===== config.mk =====
export PLATFORM = sky130hd
export DESIGN_NAME = int64_to_double_convert
export DESIGN_NICKNAME = d
export VERILOG_FILES = /design/src/i2d_pkg.sv /design/src/i2d_norm.sv /design/src/i2d_round.sv /design/src/int64_to_double_convert.sv
export SDC_FILE = /design/constraint.sdc
export NUM_CORES = 1
export LEC_CHECK = 0
export ABC_AREA = 0
export BUFFER_PORTS_ARGS = -buffer_cell sky130_fd_sc_hd__clkbuf_2
export CAP_MARGIN = 20
export CORE_MARGIN = 4
export CORE_UTILIZATION = 55
export CTS_CLUSTER_DIAMETER = 80
export DETAILED_ROUTE_END_ITERATION = 8
export GPL_TIMING_DRIVEN = 0
export PLACE_DENSITY = 0.77
export SLEW_MARGIN = 20
export SYNTH_ARGS = -nofsm -noshare
export SYNTH_HDL_FRONTEND = slang
export SYNTH_SLANG_ARGS = --single-unit

===== constraint.sdc =====
create_clock -name clk -period 4.2 [get_ports clk]
set_clock_uncertainty 0.2 [all_clocks]
set_input_delay 0.84 -clock clk [delete_from_list [all_inputs] [get_ports clk]]
set_output_delay 0.84 -clock clk [all_outputs]
set_load 0.03 [all_outputs]

===== src/i2d_pkg.sv =====
`timescale 1ns / 1ps
`default_nettype none
package i2d_pkg;
	localparam int FracBits = 52;
	localparam int ExpBias  = 1023;

	localparam logic [1:0] RM_NEAREST = 2'd0;
	localparam logic [1:0] RM_ZERO    = 2'd1;
	localparam logic [1:0] RM_UP      = 2'd2;
	localparam logic [1:0] RM_DOWN    = 2'd3;

	// Stage 1 to stage 2: magnitude, sign, zero flag and captured mode.
	typedef struct packed {
		logic        neg;
		logic        zero;
		logic [1:0]  mode;
		logic [63:0] mag;
	} mag_t;

	// Stage 2 to stage 3: normalised magnitude, top bit set unless zero.
	typedef struct packed {
		logic        neg;
		logic        zero;
		logic [1:0]  mode;
		logic [5:0]  msb;
		logic [63:0] norm;
	} norm_t;

	// Stage 3 to stage 4: rounding decision made.
	typedef struct packed {
		logic        neg;
		logic        zero;
		logic        up;
		logic        inexact;
		logic [5:0]  msb;
		logic [52:0] sig;
	} rnd_t;
endpackage
`default_nettype wire


===== src/i2d_norm.sv =====
`timescale 1ns / 1ps
`default_nettype none
// Leading-one search and left alignment of the magnitude.
module i2d_norm (
	input  var i2d_pkg::mag_t  mag,
	output var i2d_pkg::norm_t norm
);
	logic [5:0] lz;

	always_comb begin
		lz = 6'd0;
		for (int i = 0; i < 64; i++) begin
			if (mag.mag[i]) begin
				lz = 6'(63 - i);
			end
		end
		norm.neg  = mag.neg;
		norm.zero = mag.zero;
		norm.mode = mag.mode;
		norm.msb  = 6'd63 - lz;
		norm.norm = mag.mag << lz;
	end
endmodule
`default_nettype wire


===== src/i2d_round.sv =====
`timescale 1ns / 1ps
`default_nettype none
// Round the aligned significand by the selected mode.
module i2d_round (
	input  var i2d_pkg::norm_t norm,
	output var i2d_pkg::rnd_t  rnd
);
	logic       lsb, rbit, sticky, inx;
	logic       up;

	always_comb begin
		lsb    = norm.norm[11];
		rbit   = norm.norm[10];
		sticky = |norm.norm[9:0];
		inx    = rbit | sticky;
		case (norm.mode)
			i2d_pkg::RM_NEAREST: up = rbit & (sticky | lsb);
			i2d_pkg::RM_UP:      up = inx & ~norm.neg;
			i2d_pkg::RM_DOWN:    up = inx & norm.neg;
			default:             up = 1'b0;
		endcase
		rnd.neg     = norm.neg;
		rnd.zero    = norm.zero;
		rnd.up      = up;
		rnd.inexact = inx;
		rnd.msb     = norm.msb;
		rnd.sig     = norm.norm[63:11];
	end
endmodule
`default_nettype wire


===== src/int64_to_double_convert.sv =====
`timescale 1ns / 1ps
`default_nettype none
// Channel  | Signals                        | Direction
// request  | in_valid, in_ready, int_value  | in
// result   | out_valid, out_ready,          | out
//          |   double_bits, inexact         |
// config   | cfg_we, cfg_wdata              | in
//
// Four register stages: magnitude, normalise, round, pack/output.
// One request enters every cycle while no stall at the output holds the pipe.
// arst_n clears the valid bits and the rounding mode at once.
// A stall at the output holds every stage that is full; a stage with an
// empty slot ahead still advances, so bubbles are squeezed out.
module int64_to_double_convert (
	input  var logic        clk,
	input  var logic        arst_n,
	input  var logic        cfg_we,
	input  var logic [1:0]  cfg_wdata,
	input  var logic        in_valid,
	output var logic        in_ready,
	input  var logic [63:0] int_value,
	output var logic        out_valid,
	input  var logic        out_ready,
	output var logic [63:0] double_bits,
	output var logic        inexact
);
	logic [1:0] mode_q;
	logic v_s1, v_s2, v_s3, v_s4;
	logic adv1, adv2, adv3, adv4;
	i2d_pkg::mag_t  m_s1;
	i2d_pkg::norm_t n_d, n_s2;
	i2d_pkg::rnd_t  r_d, r_s3;
	logic [63:0] bits_s4;
	logic        inx_s4;
	logic [52:0] sig_r;
	logic [10:0] exp_r;
	logic [63:0] mag_d;

	// Each stage advances when its successor is empty or advancing.
	assign adv4 = ~v_s4 | out_ready;
	assign adv3 = ~v_s3 | adv4;
	assign adv2 = ~v_s2 | adv3;
	assign adv1 = ~v_s1 | adv2;
	assign in_ready = adv1;

	always_ff @(posedge clk or negedge arst_n) begin
		if (!arst_n) begin
			mode_q <= i2d_pkg::RM_NEAREST;
			v_s1 <= 1'b0;
			v_s2 <= 1'b0;
			v_s3 <= 1'b0;
			v_s4 <= 1'b0;
		end else begin
			if (cfg_we) begin
				mode_q <= cfg_wdata;
			end
			if (adv1) v_s1 <= in_valid;
			if (adv2) v_s2 <= v_s1;
			if (adv3) v_s3 <= v_s2;
			if (adv4) v_s4 <= v_s3;
		end
	end

	// Unsigned negation: the most negative value yields 2^63 directly.
	assign mag_d = int_value[63] ? (64'd0 - int_value) : int_value;

	i2d_norm u_norm (.mag(m_s1), .norm(n_d));
	i2d_round u_round (.norm(n_s2), .rnd(r_d));

	// Carry out of rounding bumps the exponent; significand wraps to zero.
	always_comb begin
		sig_r = r_s3.sig + 53'(r_s3.up);
		exp_r = 11'(r_s3.msb) + 11'(i2d_pkg::ExpBias);
		if (r_s3.up && sig_r == 53'd0) begin
			exp_r = exp_r + 11'd1;
		end
	end

	always_ff @(posedge clk) begin
		if (adv1 && in_valid) begin
			m_s1.neg  <= int_value[63];
			m_s1.zero <= int_value == 64'd0;
			m_s1.mode <= mode_q;
			m_s1.mag  <= mag_d;
		end
		if (adv2 && v_s1) n_s2 <= n_d;
		if (adv3 && v_s2) r_s3 <= r_d;
		if (adv4 && v_s3) begin
			if (r_s3.zero) begin
				bits_s4 <= 64'd0;
				inx_s4  <= 1'b0;
			end else begin
				bits_s4 <= {r_s3.neg, exp_r, sig_r[51:0]};
				inx_s4  <= r_s3.inexact;
			end
		end
	end

	assign out_valid   = v_s4;
	assign double_bits = bits_s4;
	assign inexact     = inx_s4;
endmodule
`default_nettype wire


## After elaboration in Yosys (flattened, before gate mapping)

Cells that the tools add are included.

- Register bits after elaboration: 276
- Output and inout bits: 67
- Input port bits: 71
- Logic and storage cells: 121

- Mux-type cells: 67
- Shift operators: 1
- Reduce and logical (&&, ||, !) cells: 9
- $add $sub $neg: 5
- Bitwise logic cells: 14
- Equal/unequal tests: 2

Operators with widths:

| kind | count |
|---|---|
| $mux 6 | 64 |
| $logic_not 64->1 | 1 |
| $shl 64x6->64 | 1 |
| $sub 1x64->64 const A | 1 |
| $mux 63 | 1 |
| $add 53x1->53 | 1 |
| $logic_not 53->1 | 1 |
| $add 11x1->11 const B | 1 |
| $add 6x10->11 const B | 1 |
| $mux 11 | 1 |
| $reduce_or 10->1 | 1 |
| $or 1x1->1 | 6 |
| $sub 6x6->6 const A | 1 |
| $logic_and 1x1->1 | 5 |
| $not 1->1 | 5 |
| $eq 2x2->1 const B | 2 |
| $and 1x1->1 | 3 |
| $pmux 1 s3 | 1 |
| $logic_not 2->1 | 1 |

## Logic depth before layout (Yosys ltp)

Gate-level depths: netlist (run 1).

- Word-level depth: 65
- Mapped depth: 16
- Gate-level depth less buffers: 12

## By module

Synthesis (run 1) repeated with hierarchy kept, for this count alone.

- Cell total of the unflattened synthesis: 1890
- Area total of the unflattened synthesis: 18490.2 um^2

Modules (own cells, without submodules):

| module | instances | seq. area each (um^2) | cells an instance | area each (um^2) |
|---|---|---|---|---|
| int64_to_double_convert | 1 | 8257.9 | 913 | 12455.7 |
| i2d_norm | 1 | 0.0 | 904 | 5494.0 |
| i2d_round | 1 | 0.0 | 73 | 540.5 |

## Worst setup path after synthesis (run 1)

Ideal clock, no wire load.

- Path type: input -> register
- Start point: in out_ready
- End point: reg bits_s4[0] (netlist: double_bits[0]) (enable)
- Library setup time: 0.496 ns
- Buffers on the path: 0
- Arrival time: 3.813 ns
- Path slack: -0.309 ns
- Stages: 2
- Data required time: 3.504 ns
- Path through: nor2b_1 nor2b_1

- Cells in the longest elaborated chain, start to end: 2

Ends and longest elaborated chain:

| what | RTL line | source |
|---|---|---|
| start: declaration | int64_to_double_convert.sv:23 | `input var logic out_ready,` |
| $or 1x1->1 | int64_to_double_convert.sv:40 | `assign adv4 = ~v_s4 \| out_ready;` |
| $logic_and 1x1->1 | int64_to_double_convert.sv:88 | `if (adv4 && v_s3) begin` |
| end signal: assignment | int64_to_double_convert.sv:93 | `bits_s4 <= {r_s3.neg, exp_r, sig_r[51:0]};` |
| end: declaration | int64_to_double_convert.sv:33 | `logic [63:0] bits_s4;` |

Every way passes these cells.
A chain may end at the register's enable or synchronous reset.

==> flow_results.xml, run 1 <==
<?xml version="1.0" encoding="UTF-8"?>
<metrics>
  <group name="synth">
    <metric name="ys_ff_latch" unit="">276</metric>
    <metric name="yosys_warnings" unit="">0</metric>
    <metric name="post_synth_main_area_contributors" unit="">edfxtp_1 (44%), mux2i_1 (8.8%), xnor2_1 (3.9%)</metric>
    <metric name="synth_cells" unit="">1807</metric>
    <metric name="syn_area" unit="mm2">0.0184</metric>
    <metric name="netlist.area_leader.share" unit="%">44.0</metric>
    <metric name="synth.distinct_cells" unit="">98</metric>
    <metric name="sequential_cell_area_fraction_in_the_yosys_report" unit="%">44.8</metric>
    <metric name="post-synth-top-area-cell" unit="">edfxtp_1</metric>
    <metric name="syn_avg_cell_area" unit="um2">10.2</metric>
    <metric name="synth_nets" unit="">1882</metric>
    <metric name="postSynth.asyncResetShare" unit="%">2.17</metric>
    <metric name="number_of_synthesized_flops_with_an_enable_pin" unit="">270</metric>
    <metric name="synthFlopType" unit="">edfxtp_1</metric>
  </group>
  <group name="routing">
    <metric name="vias_cell" unit="">6.94</metric>
    <metric name="drcViolationCount" unit="">0</metric>
    <metric name="routed_length_per_instance" unit="um">28.7</metric>
    <metric name="dr.first_iter.drc_count" unit="">2264</metric>
    <metric name="antenna_violating_nets_post_route" unit="">0</metric>
    <metric name="drt-pass1-iter-count" unit="">8</metric>
    <metric name="detailroute.via_count" unit="">17600</metric>
    <metric name="drt_wl_total" unit="um">72600</metric>
  </group>
  <group name="worst_setup_path">
    <metric name="worst-endpoint-required" unit="ns">4.38</metric>
    <metric name="worst_setup_path_end_kind" unit="">flop</metric>
    <metric name="crit_path_top_delay_cell" unit="">edfxtp_1</metric>
    <metric name="setup.worst_path.start_class" unit="">flop</metric>
    <metric name="worst-endpoint-arrival" unit="ns">4.51</metric>
    <metric name="critical_path_peak_fanout" unit="">10</metric>
    <metric name="crit_path_max_incr_delay" unit="ns">0.59</metric>
    <metric name="critical_path_type" unit="">reg2reg</metric>
    <metric name="timing.critical_path.cells" unit="">nor4_4 -&gt; buf_4 -&gt; o211ai_1 -&gt; a21oi_1 -&gt; o31ai_4 -&gt; inv_2 -&gt; buf_2 -&gt; buf_4 -&gt; clkbuf_2 -&gt; buf_2 -&gt; a21oi_1 -&gt; o21ai_2</metric>
  </group>
  <group name="run">
    <metric name="timing.max_cap.violations" unit="">0</metric>
  </group>
  <group name="die">
    <metric name="die_w" unit="um">191</metric>
    <metric name="floorplan.core_area" unit="mm2">0.0328</metric>
    <metric name="boundaryPins" unit="">138</metric>
    <metric name="die_h" unit="um">191</metric>
    <metric name="num_rows" unit="">66</metric>
    <metric name="die_area" unit="mm2">0.0365</metric>
    <metric name="initial_utilization" unit="%">56.2</metric>
  </group>
  <group name="timing">
    <metric name="slew_violations" unit="">0</metric>
    <metric name="maximum_achievable_frequency" unit="MHz">231</metric>
    <metric name="worst_hold_slack" unit="ns">0.210</metric>
    <metric name="finalHoldViolCount" unit="">0</metric>
    <metric name="setup_viol_count_final" unit="">16</metric>
    <metric name="fin_crit" unit="ns">4.33</metric>
    <metric name="setup_slack" unit="ns">-0.125</metric>
    <metric name="min_period_over_period" unit="%">103</metric>
    <metric name="worst_slew_pin_slew" unit="ns">0.897</metric>
    <metric name="slew_headroom" unit="%">40.2</metric>
    <metric name="fin_tns_setup" unit="ns">-0.786</metric>
    <metric name="grt_setup_unrepaired" unit="">yes</metric>
  </group>
  <group name="placement">
    <metric name="place_hpwl" unit="um">52400</metric>
    <metric name="number_of_buffer_cells_added_on_primary_ports" unit="">137</metric>
    <metric name="finalWeightedCongestion" unit="">1.13</metric>
    <metric name="placedCellCount" unit="">2391</metric>
    <metric name="detailed_place.area" unit="mm2">0.0198</metric>
  </group>
  <group name="finish">
    <metric name="final_layout_size_suffix_gt1_share" unit="%">27.9</metric>
    <metric name="finish.instance_area" unit="mm2">0.0228</metric>
    <metric name="antenna-diode-count" unit="">0</metric>
    <metric name="flow.area_growth_from_synthesis" unit="%">23.6</metric>
    <metric name="fin_cells" unit="">2534</metric>
    <metric name="fill_cells" unit="">2402</metric>
    <metric name="nets" unit="">2146</metric>
  </group>
  <group name="global_route">
    <metric name="antenna_found_initial" unit="">0</metric>
    <metric name="globalRoute.totalOverflow" unit="">0</metric>
    <metric name="gr_usage_total" unit="%">38.5</metric>
    <metric name="number_of_global_route_vias_before_repair" unit="">16600</metric>
    <metric name="grt_first_pass_wirelength" unit="um">105000</metric>
    <metric name="grt_start_max_net_pins" unit="">64</metric>
  </group>
  <group name="clock_network">
    <metric name="cts_tree" unit="">yes</metric>
    <metric name="htree_num_levels" unit="">1</metric>
    <metric name="clk-insertion-delay-late" unit="ns">0.60</metric>
    <metric name="cts.reportedPaths.clkPinSlew" unit="ns">0.06</metric>
    <metric name="clkSinkCount" unit="">276</metric>
    <metric name="clock_tree.root_cell" unit="">clkbuf_16</metric>
    <metric name="numCtsBuffers" unit="">29</metric>
    <metric name="max-clock-path-buffers" unit="">3</metric>
  </group>
  <group name="run_status">
    <metric name="failed_checks" unit="">setup timing</metric>
    <metric name="outcome" unit="">complete, but fails checks</metric>
  </group>
  <group name="pwr">
    <metric name="static-leakage-power" unit="nW">8.55</metric>
    <metric name="vdd_ir_drop_max" unit="mV">0.342</metric>
    <metric name="finalPower" unit="mW">9.45</metric>
    <metric name="pwr_density_cell" unit="mW/mm2">415</metric>
  </group>
  <group name="worst_hold_path">
    <metric name="hold_class" unit="">reg2reg</metric>
  </group>
</metrics>
-- Yosys cell counts (7+ instances only) --
library cell and count:
edfxtp_1 270, mux2i_1 162, nor2_1 159, nand2_1 134, xnor2_1 82, o21ai_0 79, a21oi_1 68, clkbuf_1 59
nand3_1 53, nor3_1 49, buf_2 42, nand4_1 41, nor4_1 33, xor2_1 31, inv_1 30, o22ai_1 27
or3_1 26, a211oi_1 24, and3_1 24, mux2_2 24, o31ai_1 24, and2_1 22, or4_1 19, a31oi_1 17
o211ai_1 16, and4_1 14, nand2b_1 14, nor2b_1 13, a211o_1 12, buf_4 12, or2_2 12, a221oi_1 10
o21a_1 10, a22oi_1 8, mux4_2 8, o221ai_1 8, a21o_1 7, a22o_1 7, buf_1 7, o41ai_1 7
-- sequential cells by signal, indices dropped and copies added (netlist names), 2 cells and up --
register / count
double_bits: 64
m_s1: 68
r_s3: 63
mode_q: 2
n_s2: 74
-- layer usage --
metal  track usage (%)  share of wire (%)
met1              45.1                 35
met2              63.2                 46
met3              7.76                9.7
met4              27.7                9.7
met5                 0                  0
-- logic make-up after synthesis --
family | Yosys count | share of synthesized area (%)
adders and majority gates | 4 | 0.272
and+or+nand+nor | 640 | 18.1
buffers and inverters | 162 | 4.06
xor gates and xnor gates | 113 | 5.37
muxes | 195 | 11.3
AOI/OAI and AO/OA | 417 | 16.0
DFF | 276 | 44.8
-- cell type report --
class | count | area (um2) | area share, %
multi-input cells | 1369 | 10500 | 46.1
clock inverters | 14 | 218 | 0.956
repair buffers | 248 | 1640 | 7.20
well taps | 442 | 553 | 2.43
flip-flops and latches | 276 | 8260 | 36.3
clock buffers | 38 | 779 | 3.42
inverters | 35 | 139 | 0.610
plain buffers | 112 | 678 | 2.98
-- per-stage QoR --
step	setup slack, ns	util (%)
6_report	-0.125	69.4
2_1_floorplan	0.363	-
5_1_grt	-0.0953	69.4
3_5_place_dp	-1.16	60.4
4_1_cts	-0.0359	66.5
3_3_place_gp	-1.20	60.0
-- worst max-delay path, delay by kind of cell (launching register included) --
| kind | cells | cell delay [ns] |
|---|---|---|
| buffers and inverters | 6 | 1.79 |
| AO/OA/AOI/OAI | 5 | 1.14 |
| flip-flops | 1 | 0.59 |
| AND/OR/NAND/NOR | 1 | 0.35 |
-- path summary, 6_finish.rpt --
check                      startpoint   endpoint  slack [ns]  depth (start not counted)
max reg2reg                  m_s1[17]   n_s2[40]       -0.13                         12
max in group asynchronous      arst_n  mode_q[0]        3.18                          2
min in group asynchronous      arst_n  mode_q[1]        0.44                          2
min                          n_s2[47]   r_s3[36]        0.21                          0
min reg2reg                  n_s2[47]   r_s3[36]        0.21                          0
max                          m_s1[17]   n_s2[40]       -0.13                         12
-- where the power goes --
| group | internal, mW | total, mW | switching [mW] |
|---|---|---|---|
| Combinational | 1.03 | 2.89 | 1.86 |
| Sequential | 3.54 | 3.83 | 0.294 |
| Clock | 1.62 | 2.72 | 1.11 |
| Total | 6.18 | 9.45 | 3.26 |
-- cell usage in the layout (no fill, tap or decap), drive strengths merged, types with 27 or more instances in the layout --
cell type | synthesis | routed
a21oi | 69 | 69
nand3 | 53 | 53
nor4 | 39 | 39
edfxtp | 270 | 270
buf | 65 | 163
mux2i | 162 | 162
nand2 | 134 | 134
clkbuf | 62 | 234
nor2 | 160 | 160
o22ai | 27 | 27
xnor2 | 82 | 82
nor3 | 50 | 50
nand4 | 47 | 47
xor2 | 31 | 31
inv | 35 | 38
or3 | 27 | 27
o21ai | 83 | 83
-- repair_timing --
action / CTS / global route
setup endpoints to repair: 73 / 58
hold buffers: 1 / 0
buffers inserted: 53 / 52
pin swaps: 23 / 25
hold endpoints to repair: 6 / 0
resized for setup: 142 / 132
No activity file was read; power rests on OpenSTA's default activity.
==> inputs of run 2 (changes only) <==
--- a/config.mk
+++ b/config.mk
@@ -8,12 +8,12 @@
 export ABC_AREA = 0
 export BUFFER_PORTS_ARGS = -buffer_cell sky130_fd_sc_hd__clkbuf_2
 export CAP_MARGIN = 20
-export CORE_MARGIN = 4
+export CORE_MARGIN = 2
 export CORE_UTILIZATION = 55
 export CTS_CLUSTER_DIAMETER = 80
 export DETAILED_ROUTE_END_ITERATION = 8
 export GPL_TIMING_DRIVEN = 0
-export PLACE_DENSITY = 0.77
+export PLACE_DENSITY = 0.74
 export SLEW_MARGIN = 20
 export SYNTH_ARGS = -nofsm -noshare
 export SYNTH_HDL_FRONTEND = slang
==> constraint.sdc (replaced) <==
create_clock -name clk -period 5.6 [get_ports clk]
set_clock_uncertainty 0.2 [all_clocks]
set_input_delay 1.12 -clock clk [delete_from_list [all_inputs] [get_ports clk]]
set_output_delay 1.12 -clock clk [all_outputs]
set_load 0.03 [all_outputs]
==> run 2 against run 1 <==
Effect of this change: the flow now finishes without violations; global-route usage up 1.6 points; sequential cell count unchanged; non-clock buffer count down 91; fmax down 22%; clock power down 31%; largest cell class unchanged; first-iteration DRC count down 7.8%; core utilization down 7.1 points; critical path depth unchanged; sequential power down 25%; total power down 30%; wire length down 1.7%.
==> flow_results.xml, run 2 (synthesis results as in run 1) <==
<?xml version="1.0" encoding="UTF-8"?>
<metrics>
  <group name="clock_network">
    <metric name="post-cts-setup-buffers" unit="">0</metric>
    <metric name="post_cts.resized_instances" unit="">0</metric>
    <metric name="hold_buffers" unit="">0</metric>
    <metric name="cts_tree" unit="">yes</metric>
    <metric name="clock_tree.root_cell" unit="">clkbuf_16</metric>
    <metric name="clkSinkCount" unit="">276</metric>
    <metric name="htree_num_levels" unit="">1</metric>
    <metric name="max-clock-path-buffers" unit="">3</metric>
    <metric name="cts.reportedPaths.clkPinSlew" unit="ns">0.06</metric>
    <metric name="numCtsBuffers" unit="">28</metric>
    <metric name="clk-insertion-delay-late" unit="ns">0.59</metric>
  </group>
  <group name="worst_setup_path">
    <metric name="crit_start" unit="">m_s1[16]</metric>
    <metric name="cp-endpoint" unit="">n_s2[20]</metric>
    <metric name="crit_cells" unit="">12</metric>
    <metric name="timing.critical_path.cells" unit="">clkbuf_1 -&gt; nor4_1 -&gt; a21boi_0 -&gt; a21oi_1 -&gt; o31ai_2 -&gt; inv_2 -&gt; buf_2 -&gt; buf_2 -&gt; clkbuf_1 -&gt; buf_1 -&gt; a21oi_1 -&gt; o22ai_1</metric>
    <metric name="worst_r2r_path_depth" unit="">12</metric>
    <metric name="cp_top_family" unit="">buffers and inverters</metric>
    <metric name="worst-endpoint-arrival" unit="ns">5.74</metric>
    <metric name="regToRegSetupSlack" unit="ns">0.06</metric>
    <metric name="worst-endpoint-required" unit="ns">5.81</metric>
    <metric name="critical_path_type" unit="">reg2reg</metric>
    <metric name="cp.buffers_inverters" unit="">6</metric>
    <metric name="crit_path_max_incr_delay" unit="ns">0.84</metric>
    <metric name="crit_path_top_delay_cell" unit="">nor4_1</metric>
    <metric name="critical_path_peak_fanout" unit="">10</metric>
    <metric name="critical_path.reg2reg.endpoint" unit="">n_s2[20]</metric>
    <metric name="setup.worst_path.start_class" unit="">flop</metric>
    <metric name="worst_r2r_startpoint" unit="">m_s1[16]</metric>
    <metric name="worst_setup_path_end_kind" unit="">flop</metric>
  </group>
  <group name="timing">
    <metric name="fin_tns_setup" unit="ns">0</metric>
    <metric name="setup_slack" unit="ns">0.0649</metric>
    <metric name="min_period_over_period" unit="%">98.8</metric>
    <metric name="setup_viol_count_final" unit="">0</metric>
    <metric name="grt_setup_unrepaired" unit="">no</metric>
    <metric name="slew_violations" unit="">0</metric>
    <metric name="fin_crit" unit="ns">5.54</metric>
    <metric name="finalHoldViolCount" unit="">0</metric>
    <metric name="slew_headroom" unit="%">23.0</metric>
    <metric name="worst_slew_pin_slew" unit="ns">1.14</metric>
    <metric name="maximum_achievable_frequency" unit="MHz">181</metric>
  </group>
  <group name="global_route">
    <metric name="grt_start_max_net_pins" unit="">63</metric>
    <metric name="globalRoute.totalOverflow" unit="">0</metric>
    <metric name="grt_first_pass_wirelength" unit="um">105000</metric>
    <metric name="antenna_found_initial" unit="">0</metric>
    <metric name="number_of_global_route_vias_before_repair" unit="">16200</metric>
    <metric name="gr_usage_total" unit="%">40.1</metric>
  </group>
  <group name="die">
    <metric name="initial_utilization" unit="%">55.4</metric>
    <metric name="die_w" unit="um">187</metric>
    <metric name="floorplan.core_area" unit="mm2">0.0333</metric>
    <metric name="die_area" unit="mm2">0.0350</metric>
    <metric name="num_rows" unit="">67</metric>
    <metric name="boundaryPins" unit="">138</metric>
    <metric name="die_h" unit="um">187</metric>
  </group>
  <group name="run">
    <metric name="timing.max_cap.violations" unit="">0</metric>
  </group>
  <group name="run_status">
    <metric name="outcome" unit="">finished clean</metric>
  </group>
  <group name="worst_hold_path">
    <metric name="hold_class" unit="">in2async</metric>
  </group>
  <group name="pwr">
    <metric name="power.switching" unit="mW">2.31</metric>
    <metric name="static-leakage-power" unit="nW">7.85</metric>
    <metric name="power.share.combinational" unit="%">28.3</metric>
    <metric name="internal_power" unit="mW">4.30</metric>
    <metric name="p_seq_share" unit="%">43.4</metric>
    <metric name="power.share.clock" unit="%">28.3</metric>
    <metric name="pwr_density_cell" unit="mW/mm2">318</metric>
    <metric name="switching_share" unit="%">34.9</metric>
    <metric name="vdd_ir_drop_max" unit="mV">0.248</metric>
  </group>
  <group name="routing">
    <metric name="drcViolationCount" unit="">0</metric>
    <metric name="dr.first_iter.drc_count" unit="">2087</metric>
    <metric name="detailroute.via_count" unit="">16800</metric>
    <metric name="drt-pass1-iter-count" unit="">8</metric>
    <metric name="antenna_violating_nets_post_route" unit="">0</metric>
    <metric name="routed_length_per_instance" unit="um">29.2</metric>
    <metric name="drt_wl_total" unit="um">71400</metric>
    <metric name="vias_cell" unit="">6.87</metric>
  </group>
  <group name="finish">
    <metric name="mostFrequentLayoutCells" unit="">edfxtp_1 (270), mux2i_1 (162), nor2_1 (158)</metric>
    <metric name="flow.area_growth_from_synthesis" unit="%">12.6</metric>
    <metric name="antenna-diode-count" unit="">0</metric>
    <metric name="nets" unit="">2054</metric>
    <metric name="most_common_library_cell_in_the_layout_ignoring_fill_and_taps" unit="">edfxtp_1</metric>
    <metric name="final_layout_size_suffix_gt1_share" unit="%">17.0</metric>
    <metric name="final_core_util" unit="%">62.3</metric>
    <metric name="registers.top_by_ff_count" unit="">n_s2</metric>
    <metric name="largest_reg_flops" unit="">74</metric>
    <metric name="fill_cells" unit="">2633</metric>
    <metric name="fin_cells" unit="">2448</metric>
  </group>
  <group name="placement">
    <metric name="finalWeightedCongestion" unit="">1.10</metric>
    <metric name="dpl_worst_slack" unit="ns">0.249</metric>
    <metric name="number_of_buffer_cells_added_on_primary_ports" unit="">137</metric>
    <metric name="placedCellCount" unit="">2397</metric>
    <metric name="place_hpwl" unit="um">55000</metric>
  </group>
</metrics>
## run 2: changes by cell type in the layout (fill, tap and decap cells not counted), moves of 7 or more
cell / previous run / this run
a211oi_1: 16 / 24
a221oi_1: 3 / 10
buf_2: 17 / 42
buf_4: 125 / 12
clkbuf_1: 39 / 60
clkbuf_2: 151 / 140
clkbuf_4: 13 / 0
mux2i_1: 117 / 162
mux2i_2: 27 / 0
mux2i_4: 18 / 0
nor2_1: 151 / 158
nor4_1: 17 / 32
nor4_4: 14 / 1
o21ai_0: 68 / 79
## run 2: worst reg2reg max path: stages, from the launching register on
cell      delay (ns)
edfxtp_1        0.38
clkbuf_1        0.24
nor4_1          0.84
a21boi_0        0.19
a21oi_1         0.29
o31ai_2         0.18
inv_2           0.10
buf_2           0.33
buf_2           0.38
clkbuf_1        0.73
buf_1           0.73
a21oi_1         0.46
o22ai_1         0.32
## run 2: through the flow
stage | power (mW) | hold slack (ns) | instance area, um2
floorplan | 3.98 | 0.200 | 18400
global placement | 4.64 | 0.200 | 19700
detailed placement | 4.69 | 0.205 | 19800
CTS | 6.53 | 0.153 | 20700
global route | 6.78 | 0.173 | 20700
finish | 6.60 | 0.159 | 20700
## run 2: worst min path at each step
stage               cells past startpoint  startpoint   endpoint  slack, ns
finish                                  1      arst_n  mode_q[1]       0.16
detailed placement                      0    n_s2[26]   r_s3[15]       0.20
CTS                                     1      arst_n       v_s2       0.15
floorplan                               0    m_s1[64]   n_s2[70]       0.20
global placement                        0    m_s1[64]   n_s2[70]       0.20
global route                            1      arst_n  mode_q[1]       0.17
## run 2: area by class of cell
type / instances / area (um2) / share of cell area, %
Timing Repair Buffer: 142 / 808 / 3.90
Buffer: 127 / 612 / 2.95
Clock inverter: 22 / 219 / 1.06
Inverter: 35 / 136 / 0.658
Multi-Input combinational cell: 1369 / 9440 / 45.5
Tap cell: 448 / 561 / 2.70
Clock buffer: 29 / 704 / 3.40
Sequential cell: 276 / 8260 / 39.8
## run 2: per-layer routing
metal  vias to the layer above  wire length [um]  GRT usage, %
li1                       7313                 -             -
met1                      7973             24500          45.3
met2                      1199             34000          68.6
met3                       344              6230          6.92
met4                         0              6680          29.6
met5                         -                 0             0
## run 2: power by group through the flow
stage / registers [mW] / clock network (mW) / logic, mW
final: 2.86 / 1.87 / 1.87
after global routing: 2.89 / 1.96 / 1.94
after CTS: 2.86 / 1.87 / 1.80
after detailed placement: 2.90 / 0 / 1.79
after global placement: 2.90 / 0 / 1.74
after floorplan: 2.96 / 0 / 1.01
